File: config.mk
export PLATFORM = sky130hd
export DESIGN_NAME = tagged_control_frame_parser_unit
export DESIGN_NICKNAME = d
export VERILOG_FILES = /design/src/rtl/core/tcfp_pkg.sv /design/src/rtl/core/tagged_control_frame_parser_unit.sv /design/src/rtl/core/tcfp_num.sv
export SDC_FILE = /design/constraint.sdc
export NUM_CORES = 1
export LEC_CHECK = 0
export BUFFER_PORTS_ARGS = -buffer_cell sky130_fd_sc_hd__clkbuf_2
export CAP_MARGIN = 15
export CORE_AREA = 4 4 201 203
export CTS_BUF_LIST = sky130_fd_sc_hd__clkbuf_4 sky130_fd_sc_hd__clkbuf_8
export CTS_CLUSTER_SIZE = 10
export DETAILED_ROUTE_END_ITERATION = 16
export DIE_AREA = 0 0 205 207
export SETUP_SLACK_MARGIN = 0.5
export SLEW_MARGIN = 0
export SYNTH_ARGS = -nofsm -noshare
export SYNTH_HDL_FRONTEND = slang
export SYNTH_SLANG_ARGS = --single-unit
File: constraint.sdc
create_clock -name i_clk -period 15.4 [get_ports i_clk]
set_input_delay 2.31 -clock i_clk [delete_from_list [all_inputs] [get_ports i_clk]]
set_output_delay 2.31 -clock i_clk [all_outputs]
set_load 0.02 [all_outputs]
File: src/rtl/core/tcfp_pkg.sv
// Shared types, codes and character constants for the tagged control frame parser.
// No dependencies; imported by tcfp_num and tagged_control_frame_parser_unit.
package tcfp_pkg;

    localparam int unsigned MAX_PACKET_BYTES = 255;
    localparam int unsigned NUM_TAGS         = 10;
    localparam int unsigned NUM_VALUES       = 7;
    localparam int unsigned NUM_FLAGS        = 3;

    typedef logic [7:0]  t_byte;
    typedef logic [15:0] t_acc;
    typedef logic [3:0]  t_phase;
    typedef logic [2:0]  t_status;

    // parse phase: 0..10 is the count of tags seen
    localparam t_phase PH_START  = 4'd0;
    localparam t_phase PH_LAST   = 4'd10;
    localparam t_phase PH_CHK_OK = 4'd11;
    localparam t_phase PH_CHK_BAD = 4'd12;
    localparam t_phase PH_FAULT  = 4'd13;

    localparam t_status ST_OK        = 3'd0;
    localparam t_status ST_SHORT     = 3'd1;
    localparam t_status ST_NO_TERM   = 3'd2;
    localparam t_status ST_BAD_CHK   = 3'd3;
    localparam t_status ST_TAG_FAULT = 3'd4;

    localparam t_byte CH_HASH  = 8'h23;
    localparam t_byte CH_PLUS  = 8'h2b;
    localparam t_byte CH_MINUS = 8'h2d;
    localparam t_byte CH_ZERO  = 8'h30;
    localparam t_byte CH_NINE  = 8'h39;

    localparam t_acc ACC_SAT  = 16'd32768;
    localparam t_acc VAL_MAX  = 16'd32767;
    localparam t_acc SURF_CTR = 16'd90;

    typedef struct packed {
        logic neg;
        logic begun;
        logic stop;
    } t_num_flags;

    function automatic t_byte tag_letter(input t_phase idx);
        t_byte c;
        case (idx)
            4'd0:    c = 8'h65; // e
            4'd1:    c = 8'h61; // a
            4'd2:    c = 8'h72; // r
            4'd3:    c = 8'h6c; // l
            4'd4:    c = 8'h74; // t
            4'd5:    c = 8'h69; // i
            4'd6:    c = 8'h66; // f
            4'd7:    c = 8'h7a; // z
            4'd8:    c = 8'h79; // y
            4'd9:    c = 8'h62; // b
            default: c = 8'h00;
        endcase
        return c;
    endfunction

    function automatic logic is_tag(input t_byte c);
        logic hit;
        hit = 1'b0;
        for (int k = 0; k < NUM_TAGS; k++) begin
            if (c == tag_letter(4'(k))) hit = 1'b1;
        end
        return hit;
    endfunction

endpackage

File: src/rtl/core/tagged_control_frame_parser_unit.sv
// Top level of the tagged control frame parser: byte handshake, frame state,
// pending and held values, result register. Uses tcfp_pkg and tcfp_num.
//
//  channel   direction  handshake                 payload
//  ------    ---------  ------------------------  -----------------------------------
//  in        sink       i_in_valid / o_in_ready    i_data_byte, i_last_byte
//  out       source     o_out_valid / i_out_ready  o_status, held values and flags
//  cfg       sink       i_cfg_we                   i_cfg_wdata (min_length)
//
// One byte is taken per cycle; the frame state updates at the edge that takes it.
// A final byte loads the result register at the edge that takes it; the result is
// offered from the next cycle. Bytes that are not final keep flowing while a result
// waits. Only a final byte stalls, until the previous result is taken.
// Synchronous active-low reset; no clearing pass.
module tagged_control_frame_parser_unit #(
    parameter int unsigned MAX_BYTES = tcfp_pkg::MAX_PACKET_BYTES
) (
    input  logic                   i_clk,
    input  logic                   i_rst_n,
    input  logic                   i_in_valid,
    output logic                   o_in_ready,
    input  tcfp_pkg::t_byte        i_data_byte,
    input  logic                   i_last_byte,
    input  logic                   i_cfg_we,
    input  logic [7:0]             i_cfg_wdata,
    output logic                   o_out_valid,
    input  logic                   i_out_ready,
    output tcfp_pkg::t_status      o_status,
    output logic signed [15:0]     o_engine,
    output logic signed [15:0]     o_aileron,
    output logic signed [15:0]     o_rudder,
    output logic signed [15:0]     o_elevator,
    output logic signed [15:0]     o_elevator_trim,
    output logic signed [15:0]     o_aileron_trim,
    output logic signed [15:0]     o_flaps,
    output logic                   o_reset_aileron_trim,
    output logic                   o_reset_elevator_trim,
    output logic                   o_airbrake
);
    import tcfp_pkg::*;

    logic [7:0] r_min_length;
    logic [7:0] r_byte_count, n_byte_count;
    t_byte      r_xor, n_xor;
    t_phase     r_phase, n_phase;
    t_acc       r_acc, n_acc;
    t_num_flags r_flags, n_flags;
    t_acc       r_pend_num  [NUM_VALUES];
    t_acc       n_pend_num  [NUM_VALUES];
    logic       r_pend_flag [NUM_FLAGS];
    logic       n_pend_flag [NUM_FLAGS];
    t_acc       r_held_num  [NUM_VALUES];
    logic       r_held_flag [NUM_FLAGS];
    logic       r_out_valid;
    t_status    r_status, n_status;

    logic       in_fire;
    logic       cnt_open;
    logic       do_close;
    t_phase     close_idx;
    t_phase     flag_idx;
    t_acc       close_num;
    logic       close_flag;
    logic       in_chk;
    t_acc       num_acc;
    t_num_flags num_flags;
    t_byte      rx_chk;

    assign o_in_ready = !r_out_valid || i_out_ready || !i_last_byte;
    assign in_fire    = i_in_valid && o_in_ready;
    assign cnt_open   = r_byte_count < 8'(MAX_BYTES);
    assign in_chk     = (r_phase == PH_CHK_OK) || (r_phase == PH_CHK_BAD);

    tcfp_num u_num (
        .i_char   (i_data_byte),
        .i_mod256 (in_chk),
        .i_acc    (r_acc),
        .i_flags  (r_flags),
        .o_acc    (num_acc),
        .o_flags  (num_flags)
    );

    // value of the field now closing, from the state before this byte
    always_comb begin
        if (r_flags.neg) begin
            close_num = 16'(~r_acc + 16'd1);
        end else if (r_acc > VAL_MAX) begin
            close_num = VAL_MAX;
        end else begin
            close_num = r_acc;
        end
        close_flag = (r_acc != 16'd0);
        close_idx  = 4'(r_phase - 4'd1);
        flag_idx   = 4'(close_idx - 4'(NUM_VALUES));
    end

    // frame state for one byte
    always_comb begin
        n_byte_count = r_byte_count;
        n_xor        = r_xor;
        n_phase      = r_phase;
        n_acc        = r_acc;
        n_flags      = r_flags;
        do_close     = 1'b0;
        if (cnt_open) begin
            n_byte_count = 8'(r_byte_count + 8'd1);
            if (in_chk) begin
                n_acc   = num_acc;
                n_flags = num_flags;
            end else if (i_data_byte == CH_HASH) begin
                do_close = (r_phase >= 4'd1) && (r_phase <= PH_LAST);
                n_phase  = (r_phase == PH_LAST) ? PH_CHK_OK : PH_CHK_BAD;
                n_acc    = '0;
                n_flags  = '0;
            end else begin
                n_xor = r_xor ^ i_data_byte;
                if (r_phase <= PH_LAST) begin
                    if (is_tag(i_data_byte)) begin
                        if (r_phase < PH_LAST && i_data_byte == tag_letter(r_phase)) begin
                            do_close = (r_phase != PH_START);
                            n_phase  = 4'(r_phase + 4'd1);
                            n_acc    = '0;
                            n_flags  = '0;
                        end else begin
                            n_phase = PH_FAULT;
                        end
                    end else if (r_phase != PH_START) begin
                        n_acc   = num_acc;
                        n_flags = num_flags;
                    end
                end
            end
        end
    end

    always_comb begin
        for (int k = 0; k < NUM_VALUES; k++) n_pend_num[k] = r_pend_num[k];
        for (int k = 0; k < NUM_FLAGS; k++) n_pend_flag[k] = r_pend_flag[k];
        if (do_close) begin
            if (close_idx < 4'(NUM_VALUES)) begin
                n_pend_num[close_idx[2:0]] = close_num;
            end else begin
                n_pend_flag[flag_idx[1:0]] = close_flag;
            end
        end
    end

    // end-of-frame checks, lowest fault code wins
    always_comb begin
        rx_chk = n_flags.neg ? 8'(8'd0 - n_acc[7:0]) : n_acc[7:0];
        if (n_byte_count < r_min_length) begin
            n_status = ST_SHORT;
        end else if (n_phase != PH_CHK_OK && n_phase != PH_CHK_BAD) begin
            n_status = ST_NO_TERM;
        end else if (rx_chk != n_xor) begin
            n_status = ST_BAD_CHK;
        end else if (n_phase == PH_CHK_BAD) begin
            n_status = ST_TAG_FAULT;
        end else begin
            n_status = ST_OK;
        end
    end

    always_ff @(posedge i_clk) begin
        if (!i_rst_n) begin
            r_min_length <= 8'd10;
        end else if (i_cfg_we) begin
            r_min_length <= i_cfg_wdata;
        end
    end

    always_ff @(posedge i_clk) begin
        if (!i_rst_n) begin
            r_byte_count <= '0;
            r_xor        <= '0;
            r_phase      <= PH_START;
            r_acc        <= '0;
            r_flags      <= '0;
        end else if (in_fire) begin
            if (i_last_byte) begin
                r_byte_count <= '0;
                r_xor        <= '0;
                r_phase      <= PH_START;
                r_acc        <= '0;
                r_flags      <= '0;
            end else begin
                r_byte_count <= n_byte_count;
                r_xor        <= n_xor;
                r_phase      <= n_phase;
                r_acc        <= n_acc;
                r_flags      <= n_flags;
            end
        end
    end

    always_ff @(posedge i_clk) begin
        if (!i_rst_n) begin
            for (int k = 0; k < NUM_VALUES; k++) r_pend_num[k] <= '0;
            for (int k = 0; k < NUM_FLAGS; k++) r_pend_flag[k] <= 1'b0;
        end else if (in_fire) begin
            r_pend_num  <= n_pend_num;
            r_pend_flag <= n_pend_flag;
        end
    end

    // held values change only when a result is loaded
    always_ff @(posedge i_clk) begin
        if (!i_rst_n) begin
            r_held_num[0] <= '0;
            r_held_num[1] <= SURF_CTR;
            r_held_num[2] <= SURF_CTR;
            r_held_num[3] <= SURF_CTR;
            r_held_num[4] <= '0;
            r_held_num[5] <= '0;
            r_held_num[6] <= '0;
            for (int k = 0; k < NUM_FLAGS; k++) r_held_flag[k] <= 1'b0;
        end else if (in_fire && i_last_byte && n_status == ST_OK) begin
            r_held_num  <= n_pend_num;
            r_held_flag <= n_pend_flag;
        end
    end

    always_ff @(posedge i_clk) begin
        if (!i_rst_n) begin
            r_out_valid <= 1'b0;
        end else if (in_fire && i_last_byte) begin
            r_out_valid <= 1'b1;
        end else if (i_out_ready) begin
            r_out_valid <= 1'b0;
        end
    end

    always_ff @(posedge i_clk) begin
        if (in_fire && i_last_byte) begin
            r_status <= n_status;
        end
    end

    assign o_out_valid           = r_out_valid;
    assign o_status              = r_status;
    assign o_engine              = r_held_num[0];
    assign o_aileron             = r_held_num[1];
    assign o_rudder              = r_held_num[2];
    assign o_elevator            = r_held_num[3];
    assign o_elevator_trim       = r_held_num[4];
    assign o_aileron_trim        = r_held_num[5];
    assign o_flaps               = r_held_num[6];
    assign o_reset_aileron_trim  = r_held_flag[0];
    assign o_reset_elevator_trim = r_held_flag[1];
    assign o_airbrake            = r_held_flag[2];

    a_clear_after_last: assert property (@(posedge i_clk) disable iff (!i_rst_n)
        in_fire && i_last_byte |=> r_byte_count == 8'd0 && r_phase == PH_START)
        else $error("frame state not cleared after final item");

    a_count_bound: assert property (@(posedge i_clk) disable iff (!i_rst_n)
        r_byte_count <= 8'(MAX_BYTES))
        else $error("byte count past limit");

    a_held_stable: assert property (@(posedge i_clk) disable iff (!i_rst_n)
        !(in_fire && i_last_byte) |=> $stable(r_held_num[0]) && $stable(r_held_flag[2]))
        else $error("held value changed without a result");

    a_ok_needs_tags: assert property (@(posedge i_clk) disable iff (!i_rst_n)
        in_fire && i_last_byte && n_status == ST_OK |-> n_phase == PH_CHK_OK)
        else $error("good status without all tags");

    a_result_source: assert property (@(posedge i_clk) disable iff (!i_rst_n)
        $rose(r_out_valid) |-> $past(in_fire && i_last_byte))
        else $error("result raised without a final item");

endmodule

File: src/rtl/core/tcfp_num.sv
// Decimal number step: advances a signed decimal value by one character.
// Saturates at 32768 for fields, wraps modulo 256 for the checksum. Uses tcfp_pkg.
module tcfp_num (
    input  tcfp_pkg::t_byte      i_char,
    input  logic                 i_mod256,
    input  tcfp_pkg::t_acc       i_acc,
    input  tcfp_pkg::t_num_flags i_flags,
    output tcfp_pkg::t_acc       o_acc,
    output tcfp_pkg::t_num_flags o_flags
);
    import tcfp_pkg::*;

    logic        is_digit;
    logic [19:0] prod;
    logic [3:0]  digit;

    assign is_digit = (i_char >= CH_ZERO) && (i_char <= CH_NINE);
    assign digit    = 4'(i_char - CH_ZERO);
    assign prod     = {1'b0, i_acc, 3'b000} + {3'b000, i_acc, 1'b0} + {16'd0, digit};

    always_comb begin
        o_acc   = i_acc;
        o_flags = i_flags;
        if (!i_flags.stop) begin
            if (is_digit) begin
                o_flags.begun = 1'b1;
                if (i_mod256) begin
                    o_acc = {8'd0, prod[7:0]};
                end else if (prod > {4'd0, ACC_SAT}) begin
                    o_acc = ACC_SAT;
                end else begin
                    o_acc = prod[15:0];
                end
            end else if ((i_char == CH_PLUS || i_char == CH_MINUS) && !i_flags.begun) begin
                o_flags.begun = 1'b1;
                if (i_char == CH_MINUS) o_flags.neg = 1'b1;
            end else begin
                o_flags.stop = 1'b1;
            end
        end
    end

endmodule

Word-level counts from Yosys, hierarchy flattened. Memory sizes are Yosys's and may differ from the RTL's. A register that Yosys moved wholly into a read port is not among the register bits. Cells that the tools add are included. Widths: inputs -> output; s select.

Add/subtract/negate cells: 9. $lt $le $gt $ge: 14. Equality and inequality tests: 22. Multiplexer cells: 127. Bitwise logic cells: 4. Reduce and logical (&&, ||, !) cells: 25.

Operators with widths (number): $mux 8 (52); $mux 16 (15); $mux 112 (2); $bwmux 112 (1); $eq 8x8->1 (11); $demux 16 s3 (1); $mux 3 (16); $mux 4 (9); $mux 1 (28); $eq 8x6->1 const B (3); $add 19x17->20 (1); $add 20x4->20 (1); $gt 20x16->1 const B (1); $add 16x1->16 const B (1); $eq 4x4->1 const B (4); $gt 16x15->1 const B (1); $not 16->16 (1); $reduce_bool 16->1 (1); $logic_and 1x1->1 (10); $add 8x1->8 const B (1); $ge 8x6->1 const B (1); $le 8x6->1 const B (1); $lt 8x8->1 (1); $lt 8x8->1 const B (1); 28 further kinds (37).

Register bits after elaboration: 281. ROM bits: 112. Output and inout port bits: 120. Logic and storage cells: 233. Memories kept: 1.

Memories: (name not given) (words 16, bits a word 7, read ports 1, clocked after memory_dff 1, write ports 0, RTL line tcfp_pkg.sv:46) `case (idx)`.

Logic depth before layout (Yosys ltp). Gate-level depths: netlist of run 1.

Depth after elaboration: 41. Depth in mapped cells: 24. Gate-level depth less buffers: 20.

Modules after synthesis. A second synthesis of run 1 with hierarchy kept.

Cell total of the unflattened synthesis: 1904. Area total of the unflattened synthesis: 15691.3 sq um.

Modules (own cells, without submodules): tagged_control_frame_parser_unit (instances 1, cells an instance 1690, area each 14121.0 sq um, sequential area each 5775.5 sq um); tcfp_num (instances 1, cells an instance 214, area each 1570.3 sq um, sequential area each 0.0 sq um).

Least setup slack after synthesis of run 1. Ideal clock, no wire load.

Kind: input-to-reg. Start point: in i_data_byte[3]. End point: reg r_held_num (netlist bit o_elevator[1]). Setup time: 121 ps. Data arrival time: 7159 ps. Data required time: 15279 ps. Slack: 8119 ps. Cell stages on the path: 23. Cell sequence: buf_2 inv_1 fa_1 inv_1 fa_1 a211oi_2 nor2_1 xor2_1 or4_4 nor4_4 a21oi_2 nor4_2 nor2_1 ha_1 nor2_1 xnor2_1 a21oi_1 nand4b_1 a2111oi_2 nand4_1 buf_6 buf_8 mux2_4.

Word-level cells in the longest chain between the ends: 28.

RTL lines: start, declared (RTL line tagged_control_frame_parser_unit.sv:22) `input tcfp_pkg::t_byte i_data_byte,`; branches (longest 28 deep; another with $add 20x4->20); end signal, assigned (RTL line tagged_control_frame_parser_unit.sv:218) `r_held_num <= n_pend_num;`; end, declared (RTL line tagged_control_frame_parser_unit.sv:52) `t_acc r_held_num [NUM_VALUES];`.

Several ways; the timed one is not identified. The select of a mux whose other input is x is not followed. A chain may end at the register's enable or synchronous reset.

Final worst setup path of run 1.
Start point: in i_data_byte[3]. End point: reg r_held_num (netlist bit o_aileron[3]).

The elaborated chain is that of the path after synthesis.

==> metrics.md, run 1 <==
| Metric | Value |
|---|---|
| Die width | 205 um |
| Clock transition at path regs | 60 ps |
| Worst-case clock buffer depth | 3 |
| Total Wirelength | 49.2 mm |
| Maximum VDD drop | 69.2 uV |
| Min-Delay Path Class | flop to flop |
| WS Path Type | input port to flop |
| Worst EP arrival | 9080 ps |
| Mapped Cells | 1961 |
| Total Power | 1.56 mW |
| PortBufs | 141 |
| Via count | 14150 |
| DPL Wire Length | 34.4 mm |
| Mux share of post-synthesis cell area | 15.0% |
| Post-synth top flop | dfxtp_1 |
| Antenna diodes | 0 |
| # IOs | 142 |
| Worst Hold Path EP | o_engine[8] |
| Min Tclk post-route | 8570 ps |
| CTS Hold Buffers Added | 0 |
| Reg2reg setup slack | 7910 ps |
| Pleak | 7.99 nW |
| Layout fillers | 3811 |
| CP max stage cell | buf_4 |
| Async set-reset flop share out of synthesis | 0% |
| Count leader, synth | nand2_1 |
| TritonCTS clock tree | yes |
| GR Util met2 | 35.5% |
| CP dominant cell by count | inv_1 |
| Worst skew pair latency | 630 ps |
| Core Region | 38500 um2 |
| Setup Skew | 29.3 ps |
| DR pass1 iterations | 7 |
| Design area | 18400 um2 |
| Met1 Track Usage GR | 30.7% |
| Syn_area_per_cell | 8.36 um2 |
| Setup Buffers After CTS | 0 |
| Cell taking the most area after synthesis | dfxtp_1 |
| Outcome | complete, no violations |
| Synth Area in Simple Gates | 22.6% |
| Wirelength per Cell | 18.8 um |
| Hold Path Origin | o_engine[8] |
| Vias per inst | 5.42 |
| Crit path launch | i_data_byte[3] |
| Share of the yosys chip area belonging to registers | 35.2% |
| M3 GR Usage | 4.13% |
| Initial Utilization | 42.6% |
| DRC | 0 |
| Distinct cells, synth | 97 |
| Largest family of logic cells by synthesized area | simple AND/OR/NAND/NOR gates |
| Synth warnings | 0 |
| Global-route wire length before repair | 76.0 mm |
| Most frequent cells after synthesis | 438 x nand2_1, 284 x dfxtp_1, 177 x o21ai_0 |
| Adder-cell share of the synthesized area | 4.06% |
| Critical Path RT | 15910 ps |
| Nets@finish | 2128 |
| Setup tns final | 0 ps |
| Number of synthesized flops with an enable pin | 3 |
| Final setup violating endpoints | 0 |
| Vias in the first global route | 13264 |
| Top-area cell type share of the netlist area | 34.7% |
| Maxcap violations | 0 |
| Final worst path period share | 55.6% |
| Slew HR | 16.4% |
| Busiest grt layer | met2 |
| Max-slew violations | 0 |
| Post-DRT Antenna Nets | 0 |
| Worst r2r path cells | 22 |
| FF-to-FF End | o_aileron[3] |
| RSZ-0062 raised after global routing | false |
| Largest net degree at the start of global routing | 178 |
| Routability-driven placement congestion ratio | 0.908 |
| Post-Synthesis Cell Area | 16400 um2 |
| Synth Area in XOR/XNOR | 2.03% |
| Hold Path Cell Cnt | 2 |
| H-Tree Depth | 2 |
| Startpoint Class | input port |
| Final Hold Fails | 0 |
| Area Overhead vs Synth | 12.0% |
| # clock sinks | 287 |
| Critical R2R Launch | r_acc[0] |
| Post-cts sizing count | 0 |
| Critical path's largest stage delay | 920 ps |
| TritonCTS Buffers | 52 |
| Slew @ Worst Pin | 1250 ps |
| Final core occ | 47.7% |
| DP Area | 17200 um2 |
| Root Driver | clkbuf_8 |
| Compound-gate portion of the synthesized area | 16.1% |
| Top cells by area, synth | dfxtp_1 35%, nand2_1 10%, mux2i_1 7.6%, mux2_2 6.5%, o21ai_0 5.4% |
| Die ar. | 42400 um2 |
| DRT iter0 DRCs | 975 |
| Cells along the critical path | clkbuf_2 -> inv_1 -> fa_1 -> inv_1 -> fa_1 -> a211oi_2 -> o21ai_1 -> o21ai_0 -> nand4b_1 -> a32oi_1 -> nand2_1 -> a221oi_2 -> inv_1 -> ha_1 -> nor2_1 -> xnor2_1 -> nand3_1 -> nand4b_1 -> a2111oi_2 -> nand4_1 -> buf_4 -> buf_4 -> mux2_1 |
| Crit end category | flop |
| Die Y-Extent | 207 um |
| Initial antenna violation count | 0 |
| Total grt overflow | 0 |
| Row Count | 72 |
| CP Max Fanout | 59 |
| F_max | 117 MHz |
| Power Density | 85.2 nW/um2 |
| Syn_nets | 2035 |
| Number of synthesized register bits | 287 |
| Layout cells sized above 1 | 19.4% |
| GRT Resource Usage Total | 22.3% |
[report_power, final]
group          leakage (nW)  switching, mW  internal, mW  total (mW)
sequential             2.32        0.00233         0.748       0.750
combinational          5.09         0.0438        0.0201      0.0638
clock                 0.587          0.318         0.433       0.751
total                  7.99          0.364          1.20        1.56
[layout make-up]
| type | instances | area (um2) | share of cell area, % |
|---|---|---|---|
| multi-input cells | 1520 | 9830 | 53.5 |
| flip-flops and latches | 287 | 5780 | 31.5 |
| clock buffers | 89 | 1070 | 5.82 |
| repair buffers | 166 | 907 | 4.94 |
| well taps | 518 | 648 | 3.53 |
| inverters | 27 | 101 | 0.552 |
| clock inverters | 3 | 28.8 | 0.157 |
[kinds of logic (layout without fill, tap and decap cells)]
logic type,count (synthesis),in the layout
AOI/OAI and AO/OA,409,409
xor gates and xnor gates,38,38
adders and majority gates,52,52
buffers and inverters,154,285
DFF,287,287
muxes,230,230
and+or+nand+nor,791,791
[per-stage QoR]
step                hold slack (ps)  std cells  setup slack (ps)
global placement                437       2516              6440
floorplan                       432       1961              8120
finish                          454       2610              6830
CTS                             454       2609              6930
detailed placement              446       2517              6250
global route                    465       2610              6430
[critical path, delay by kind of cell]
| family | cells | cell delay [ps] |
|---|---|---|
| and+or+nand+nor | 6 | 990 |
| muxes | 1 | 390 |
| AOI/OAI and AO/OA | 6 | 1800 |
| adders and majority gates | 3 | 1280 |
| xor gates and xnor gates | 1 | 160 |
| buffers and inverters | 6 | 2060 |
[state kept, by name, summed over array words and instances, names as in the netlist, named ones only]
| name | count |
|---|---|
| o_aileron | 16 |
| o_aileron_trim | 16 |
| o_airbrake | 1 |
| o_elevator | 16 |
| o_elevator_trim | 16 |
| o_engine | 16 |
| o_flaps | 16 |
| o_out_valid | 1 |
| o_reset_aileron_trim | 1 |
| o_reset_elevator_trim | 1 |
| o_rudder | 16 |
| o_status | 3 |
| r_acc | 16 |
| r_byte_count | 8 |
| r_flags | 3 |
| r_min_length | 8 |
| r_pend_flag | 3 |
| r_pend_num | 112 |
| r_phase | 4 |
| r_xor | 8 |
[worst max path at each step]
stage and to:
2_1_floorplan o_elevator[1], 3_3_place_gp o_aileron[4], 3_5_place_dp o_aileron[3], 4_1_cts o_aileron[3], 5_1_grt o_aileron[3], 6_report o_aileron[3]
[routing by layer]
metal	wire length (um)	vias up
met1	22300	6657
met4	1440	0
met2	22500	421
met5	0	-
met3	3000	81
li1	-	6991
[layout by cell type (no fill, tap or decap), types with 50 or more instances in the layout]
cell,count
clkbuf_8,64
nor2_1,82
dfxtp_1,284
mux2i_1,124
and2_1,106
ha_1,50
nand2_1,438
mux2_2,94
clkbuf_2,140
o21ai_0,176
Power figures use the tool's default switching activity.
==> run 2, diff against run 1 <==
--- a/config.mk
+++ b/config.mk
@@ -5,13 +5,14 @@
 export SDC_FILE = /design/constraint.sdc
 export NUM_CORES = 1
 export LEC_CHECK = 0
+export ABC_AREA = 1
 export BUFFER_PORTS_ARGS = -buffer_cell sky130_fd_sc_hd__clkbuf_2
 export CAP_MARGIN = 15
-export CORE_AREA = 4 4 201 203
+export CORE_AREA = 4 4 197 199
 export CTS_BUF_LIST = sky130_fd_sc_hd__clkbuf_4 sky130_fd_sc_hd__clkbuf_8
 export CTS_CLUSTER_SIZE = 10
 export DETAILED_ROUTE_END_ITERATION = 16
-export DIE_AREA = 0 0 205 207
+export DIE_AREA = 0 0 201 203
 export SETUP_SLACK_MARGIN = 0.5
 export SLEW_MARGIN = 0
 export SYNTH_ARGS = -nofsm -noshare
==> constraint.sdc (replaced) <==
create_clock -name i_clk -period 8.2 [get_ports i_clk]
set_input_delay 1.23 -clock i_clk [delete_from_list [all_inputs] [get_ports i_clk]]
set_output_delay 1.23 -clock i_clk [all_outputs]
set_load 0.02 [all_outputs]
==> run 2 against run 1 <==
Effect of this change:
- critical path depth increased by 13
- sequential share of layout area increased by 0.67 points
- clock skew increased by 2.4 ps
- sequential power increased by 95%
- worst setup slack got worse by 4700 ps
- non-clock buffer count decreased by 7
- cell area decreased by 2.1%
- total power increased by 110%
- count of clock-buffer cells in the layout decreased by 3
==> metrics.md, run 2 <==
| Metric | Value |
|---|---|
| Outcome | complete, no violations |
| Number of synthesized register bits | 287 (unchanged) |
| TritonCTS clock tree | yes |
| Setup Skew | 31.7 ps (+2.43 ps) |
| Via count | 15169 (+7.2%) |
| Global-route wire length before repair | 74.8 mm (-1.6%) |
| TritonCTS Buffers | 52 (unchanged) |
| WS Path Type | input port to flop |
| Pleak | 9.28 nW (+16%) |
| Crit end category | flop |
| Setup Buffers After CTS | 0 (unchanged) |
| Min-Delay Path Class | flop to flop |
| Worst-case clock buffer depth | 3 (unchanged) |
| Register with the most flip-flops | r_pend_num |
| FF-to-FF End | o_aileron[7] |
| Reg area | 5780 um2 (unchanged) |
| DRC | 0 (unchanged) |
| Max-slew violations | 0 (unchanged) |
| Die Y-Extent | 203 um (-1.9%) |
| Hold Path Cell Cnt | 2 (unchanged) |
| Post-cts sizing count | 0 (unchanged) |
| Routed length on met2 | 20.8 mm (-7.5%) |
| Worst Hold Path EP | r_min_length[0] |
| DR pass1 iterations | 5 (-2) |
| Number of synthesized flops with an enable pin | 3 (unchanged) |
| Die ar. | 40800 um2 (-3.8%) |
| Initial antenna violation count | 0 (unchanged) |
| Final core occ | 48.3% (+0.57 points) |
| Final Hold Fails | 0 (unchanged) |
| Reg2reg setup slack | 2310 ps (-5600 ps) |
| Syn_nets | 2407 (+18%) |
| Critical path's largest stage delay | 540 ps (-380 ps) |
| Critical Path RT | 8740 ps (-7170 ps) |
| Total Wirelength | 46.1 mm (-6.3%) |
| CP bufs+invs | 4 (-2) |
| DPL Wire Length | 31.1 mm (-9.6%) |
| Slew @ Worst Pin | 1300 ps (+48.2 ps) |
| DP Area | 16800 um2 (-2.8%) |
| CP max stage cell | fa_1 |
| Min Tclk post-route | 6040 ps |
| Post-DRT Antenna Nets | 0 (unchanged) |
| Final setup violating endpoints | 0 (unchanged) |
| Maximum VDD drop | 104 uV (+50%) |
| Routability-driven placement congestion ratio | 0.882 (-2.8%) |
| Cell taking the most area after synthesis | dfxtp_1 |
| Final worst path period share | 73.6% |
| CP dominant cell by count | nand2_1 |
| Largest net degree at the start of global routing | 114 (-36%) |
| Post-synth top flop | dfxtp_1 |
| Synth warnings | 0 (unchanged) |
| Critical R2R Launch | r_acc[0] |
| Async set-reset flop share out of synthesis | 0% (unchanged) |
| Maxcap violations | 0 (unchanged) |
| Psw | 0.808 mW (+120%) |
| Count leader, synth | nand2_1 |
| Met3 wire len | 2.27 mm (-25%) |
| F_max | 166 MHz |
| Clock transition at path regs | 60 ps (about the same) |
| Switching power share of the total | 25.2% (+1.9 points) |
| Worst skew pair latency | 630 ps (about the same) |
| PortBufs | 141 (unchanged) |
| Total grt overflow | 0 (unchanged) |
| Design area | 18000 um2 (-2.1%) |
| Max FFs per register | 112 (unchanged) |
| Slew HR | 13.0% (-3.4 points) |
| Layout cells sized above 1 | 12.1% (-7.2 points) |
| Post-Synthesis Cell Area | 15800 um2 (-3.4%) |
| Power Density | 179 nW/um2 (+110%) |
| Commonest cells after routing, fill and taps aside | 565 x nand2_1, 305 x nor2_1, 284 x inv_1, 284 x dfxtp_1, 140 x clkbuf_2 |
| Top cells by area, synth | dfxtp_1 36%, nand2_1 13%, nor2_1 7.2%, inv_1 6.8%, mux2i_1 4.6% |
| Antenna diodes | 0 (unchanged) |
| CTS Hold Buffers Added | 0 (unchanged) |
| Worst r2r path cells | 35 (+59%) |
| Wirelength per Cell | 15.7 um (-17%) |
| Initial Utilization | 42.6% (-0.050 points) |
| Clock power frac | 47.1% (-0.9 points) |
| DRT iter0 DRCs | 999 (+2.5%) |
| Syn_area_per_cell | 6.79 um2 (-19%) |
| CP Max Fanout | 41 (-31%) |
| Distinct cells, synth | 47 (-52%) |
| Root Driver | clkbuf_8 |
| # clock sinks | 287 (unchanged) |
| Setup tns final | 0 ps (unchanged) |
| Seq pwr share | 45.6% (-2.3 points) |
| Nets@finish | 2494 (+17%) |
| Vias per inst | 5.17 (-4.7%) |
| Uppermost layer routed | met4 |
| Vias in the first global route | 14368 (+8.3%) |
| Share of the yosys chip area belonging to registers | 36.4% (+1.2 points) |
| RSZ-0062 raised after global routing | false |
| Row Count | 71 (-1.4%) |
| Area of the multi-input gates | 8420 um2 (-14%) |
| Most frequent cells after synthesis | 567 x nand2_1, 306 x nor2_1, 285 x inv_1 |
| Layout fillers | 3774 (-0.97%) |
| H-Tree Depth | 2 (unchanged) |
| GRT Resource Usage Total | 22.1% (-0.27 points) |
| Logic pwr share | 7.3% (+3.2 points) |
| Worst EP arrival | 6580 ps (-2500 ps) |
| Cell Int Power | 2.40 mW (+100%) |
| Top-area cell type share of the netlist area | 35.9% (+1.2 points) |
| Core Region | 37200 um2 (-3.2%) |
| Die width | 201 um (-2.0%) |
| Hold Path Origin | r_min_length[0] |
| Top cell family by delay on the critical path | simple AND/OR/NAND/NOR gates |
| Startpoint Class | input port |
| Post-Route M1 WL | 21.8 mm (-2.3%) |
| Area Overhead vs Synth | 13.4% |
| # IOs | 142 (unchanged) |
| Commonest non-fill, non-tap cell in the layout | nand2_1 |
| Mapped Cells | 2333 (+19%) |
run 2: cell types whose count changed after synthesis, sizes merged, moves of 35 or more:
cell,previous run,this run
inv,26,300
nor2,82,313
nand2,438,575
and2,107,0
mux2,106,0
nand4,5,106
o211ai,13,93
a21oi,48,121
nand3,17,82
o21ai,184,124
mux2i,124,73
a21boi,36,0
buf,29,64
run 2: cells by family (layout without fill, tap and decap cells):
kind of cell / Yosys count / in the layout / synth area share, %
XOR/XNOR: 29 / 29 / 1.60
AO/OA/AOI/OAI: 354 / 354 / 12.9
flip-flops: 287 / 287 / 36.4
buffers and inverters: 427 / 555 / 10.6
adder cells (fa/ha/maj): 52 / 52 / 4.20
multiplexers: 73 / 73 / 4.61
AND/OR/NAND/NOR: 1111 / 1111 / 29.7
run 2: per-layer routing:
layer  vias to the layer above  global-route usage [%]
li1                       7770                       -
met1                      6960                    29.9
met2                       354                    35.8
met3                        85                    3.90
met4                         0                    7.55
met5                         -                       0
run 2: area by class of cell:
cell class	instances	share of cell area, %
clock buffers	86	6.17
clock inverters	9	0.432
inverters	301	6.32
multi-input cells	1619	46.8
flip-flops and latches	287	32.1
well taps	474	3.30
repair buffers	159	4.82
run 2: metrics by stage:
step	power [mW]	cells	hold WS (ps)	setup WS [ps]
after floorplan	1.67	2333	425	2740
after global placement	1.72	2838	456	1650
after detailed placement	1.73	2838	460	1540
after CTS	3.25	2933	469	2150
after global routing	3.35	2935	490	1570
final	3.21	2935	459	2160
run 2: worst max-delay path by stage:
stage,from,endpoint,slack (ps),cells past startpoint
after global placement,i_data_byte[3],o_elevator[14],1650,36
after CTS,i_data_byte[3],o_aileron_trim[2],2150,36
after global routing,i_data_byte[3],o_rudder[13],1570,36
final,i_data_byte[3],o_aileron[7],2160,36
after floorplan,i_data_byte[3],o_aileron[10],2740,37
after detailed placement,i_data_byte[3],o_elevator[13],1540,36
run 2: power by group through the flow:
stage,Clock [mW],Combinational [mW],Sequential (mW)
4_1_cts,1.55,0.237,1.46
5_1_grt,1.61,0.272,1.47
2_1_floorplan,0,0.183,1.49
6_report,1.51,0.236,1.46
3_3_place_gp,0,0.229,1.49
3_5_place_dp,0,0.235,1.49
run 2: worst register-to-register path, delay by kind of cell, from the launching register on:
| family | cells | cell delay (ps) |
|---|---|---|
| simple gates | 27 | 3000 |
| fa+ha+maj | 3 | 1230 |
| xor+xnor | 2 | 310 |
| flops | 1 | 500 |
| buf+inv | 3 | 750 |
==> run 3, diff against run 2 <==
==> constraint.sdc (replaced) <==
create_clock -name i_clk -period 4.9 [get_ports i_clk]
set_input_delay 0.735 -clock i_clk [delete_from_list [all_inputs] [get_ports i_clk]]
set_output_delay 0.735 -clock i_clk [all_outputs]
set_load 0.02 [all_outputs]
==> run 3 against run 2 <==
Effect of this change:
- register-to-register slack worse by 2200 ps
- clock power is 78% higher
- via count is 5.8% higher
- global-route usage is 2.2 points higher
- worst setup slack worse by 2000 ps
- flip-flop and latch count stayed put
- cell area is 8.4% higher
- total power is 73% higher
- critical path depth is 2 higher
- hold slack worse by 120 ps
- critical path type is now flop to flop
- critical endpoint is now o_flaps[10]
- largest cell class unchanged
==> metrics.md, run 3 (synthesized netlist as in run 2, its figures left out) <==
| Metric | Value |
|---|---|
| Post-DRT Antenna Nets | 0 (unchanged) |
| RSZ-0062 raised after global routing | true |
| Reg2reg setup slack | 150 ps (-2160 ps) |
| Critical Path RT | 5430 ps (-3310 ps) |
| Total grt overflow | 0 (unchanged) |
| Total Wirelength | 52.3 mm (+13%) |
| Outcome | complete, no violations |
| Max FFs per register | 112 (unchanged) |
| WS Path Type | flop to flop |
| Vias in the first global route | 14891 (+3.6%) |
| Final core occ | 52.4% (+4.1 points) |
| TritonCTS Buffers | 51 (-1.9%) |
| Core Region | 37200 um2 (unchanged) |
| Layout Cells excl Fill | 3050 (+3.9%) |
| Root Driver | clkbuf_8 |
| Setup tns final | 0 ps (unchanged) |
| Initial Utilization | 42.6% (unchanged) |
| Initial antenna violation count | 1 (+1) |
| Clock transition at path regs | 60 ps (about the same) |
| Min-Delay Path Class | input port to flop |
| Vias per inst | 5.26 (+1.8%) |
| GRT Resource Usage Total | 24.3% (+2.2 points) |
| Layout cells sized above 1 | 17.3% (+5.1 points) |
| Maxcap violations | 0 (unchanged) |
| Commonest cells after routing, fill and taps aside | 557 x nand2_1, 303 x nor2_1, 280 x inv_1, 279 x dfxtp_1, 140 x clkbuf_2 |
| Placed insts | 2923 (+3.0%) |
| Register with the most flip-flops | r_pend_num |
| Layout fillers | 3699 (-2.0%) |
| Largest net degree at the start of global routing | 96 (-16%) |
| DRC | 0 (unchanged) |
| CTS Hold Buffers Added | 0 (unchanged) |
| # IOs | 142 (unchanged) |
| Startpoint Class | flop |
| Nets@finish | 2607 (+4.5%) |
| Wirelength per Cell | 17.1 um (+9.2%) |
| Slew @ Worst Pin | 1230 ps (-70.1 ps) |
| Final Hold Fails | 0 (unchanged) |
| Min Tclk post-route | 4750 ps |
| Hold WS | 336 ps (-123 ps) |
| Via count | 16050 (+5.8%) |
| Final setup violating endpoints | 0 (unchanged) |
| CP max stage cell | fa_1 |
| Pleak | 10.0 nW (+8.2%) |
| Routability-driven placement congestion ratio | 0.912 (+3.3%) |
| Worst EP arrival | 5280 ps (-1300 ps) |
| Area Overhead vs Synth | 23.0% |
| Crit end category | flop |
| Row Count | 71 (unchanged) |
| Global-route wire length before repair | 80.1 mm (+7.0%) |
| Maximum VDD drop | 195 uV (+88%) |
| CP bufs+invs | 5 (+1) |
| F_max | 211 MHz |
| Reg area | 5780 um2 (+0.11%) |
| Critical path's largest stage delay | 520 ps (-20 ps) |
| Final worst path period share | 96.9% |
| Slew HR | 17.7% (+4.7 points) |
| Power Density | 286 nW/um2 (+60%) |
| DP Area | 17500 um2 (+4.6%) |
| Area of the multi-input gates | 8560 um2 (+1.7%) |
| Die ar. | 40800 um2 (unchanged) |
| # clock sinks | 287 (unchanged) |
| DRT iter0 DRCs | 1053 (+5.4%) |
| PortBufs | 141 (unchanged) |
| Commonest non-fill, non-tap cell in the layout | nand2_1 |
| DR pass1 iterations | 5 (unchanged) |
| Antenna diodes | 0 (unchanged) |
| CP Max Fanout | 9 (-78%) |
| Die width | 201 um (unchanged) |
| Worst-case clock buffer depth | 3 (unchanged) |
| Die Y-Extent | 203 um (unchanged) |
| TritonCTS clock tree | yes |
| DPL Wire Length | 35.3 mm (+14%) |
| Max-slew violations | 0 (unchanged) |
| Worst skew pair latency | 650 ps (+20 ps) |
| Design area | 19500 um2 (+8.4%) |
| Setup Skew | 42.6 ps (+10.9 ps) |
| H-Tree Depth | 2 (unchanged) |
| Top cell family by delay on the critical path | simple AND/OR/NAND/NOR gates |
## run 3: per-layer routing
layer / vias to the layer above / wire length, um / global-route usage (%)
li1: 8007 / - / -
met1: 7460 / 23900 / 33.1
met2: 474 / 23500 / 37.9
met3: 107 / 3220 / 5.13
met4: 2 / 1660 / 9.02
met5: - / 9 / 0
## run 3: per-stage QoR
| stage | setup WS, ps | total power, mW |
|---|---|---|
| floorplan | 220 | 2.80 |
| detailed placement | -435 | 2.91 |
| CTS | 192 | 5.62 |
| global route | -127 | 5.80 |
| finish | 151 | 5.57 |
| global placement | -418 | 2.90 |
## run 3: cell type report
type | instances | share of cell area (%)
Multi-Input combinational cell | 1619 | 43.9
Sequential cell | 287 | 29.7
Timing Repair Buffer | 273 | 11.1
Inverter | 301 | 5.86
Clock buffer | 86 | 5.59
Tap cell | 474 | 3.04
Clock inverter | 10 | 0.860
## run 3: path summary, 6_finish.rpt
path                                 startpoint         endpoint  cells past startpoint
worst max register to register         r_acc[0]      o_flaps[10]                     38
worst min-delay path             i_cfg_wdata[1]  r_min_length[1]                      3
worst max-delay path                   r_acc[0]      o_flaps[10]                     38
worst min register to register  r_min_length[2]  r_min_length[2]                      2
## run 3: report_power, final
part	switching, mW	internal [mW]	total, mW
logic	0.283	0.145	0.428
registers	0.0359	2.41	2.45
clock network	1.07	1.62	2.69
total	1.39	4.18	5.57
## run 3: repair_timing
action / CTS / global route
resized for setup: 24 / 17
pin swaps: 13 / 13
endpoints found under the setup margin: 118 / 118
gates cloned: 5 / 8
setup buffers: 13 / 5
## run 3: worst register-to-register path, delay by kind of cell (launching register included)
| family | cells | cell delay (ps) |
|---|---|---|
| flops | 1 | 350 |
| compound gates | 1 | 120 |
| fa+ha+maj | 3 | 1050 |
| buf+inv | 5 | 560 |
| xor+xnor | 2 | 270 |
| simple gates | 27 | 2260 |
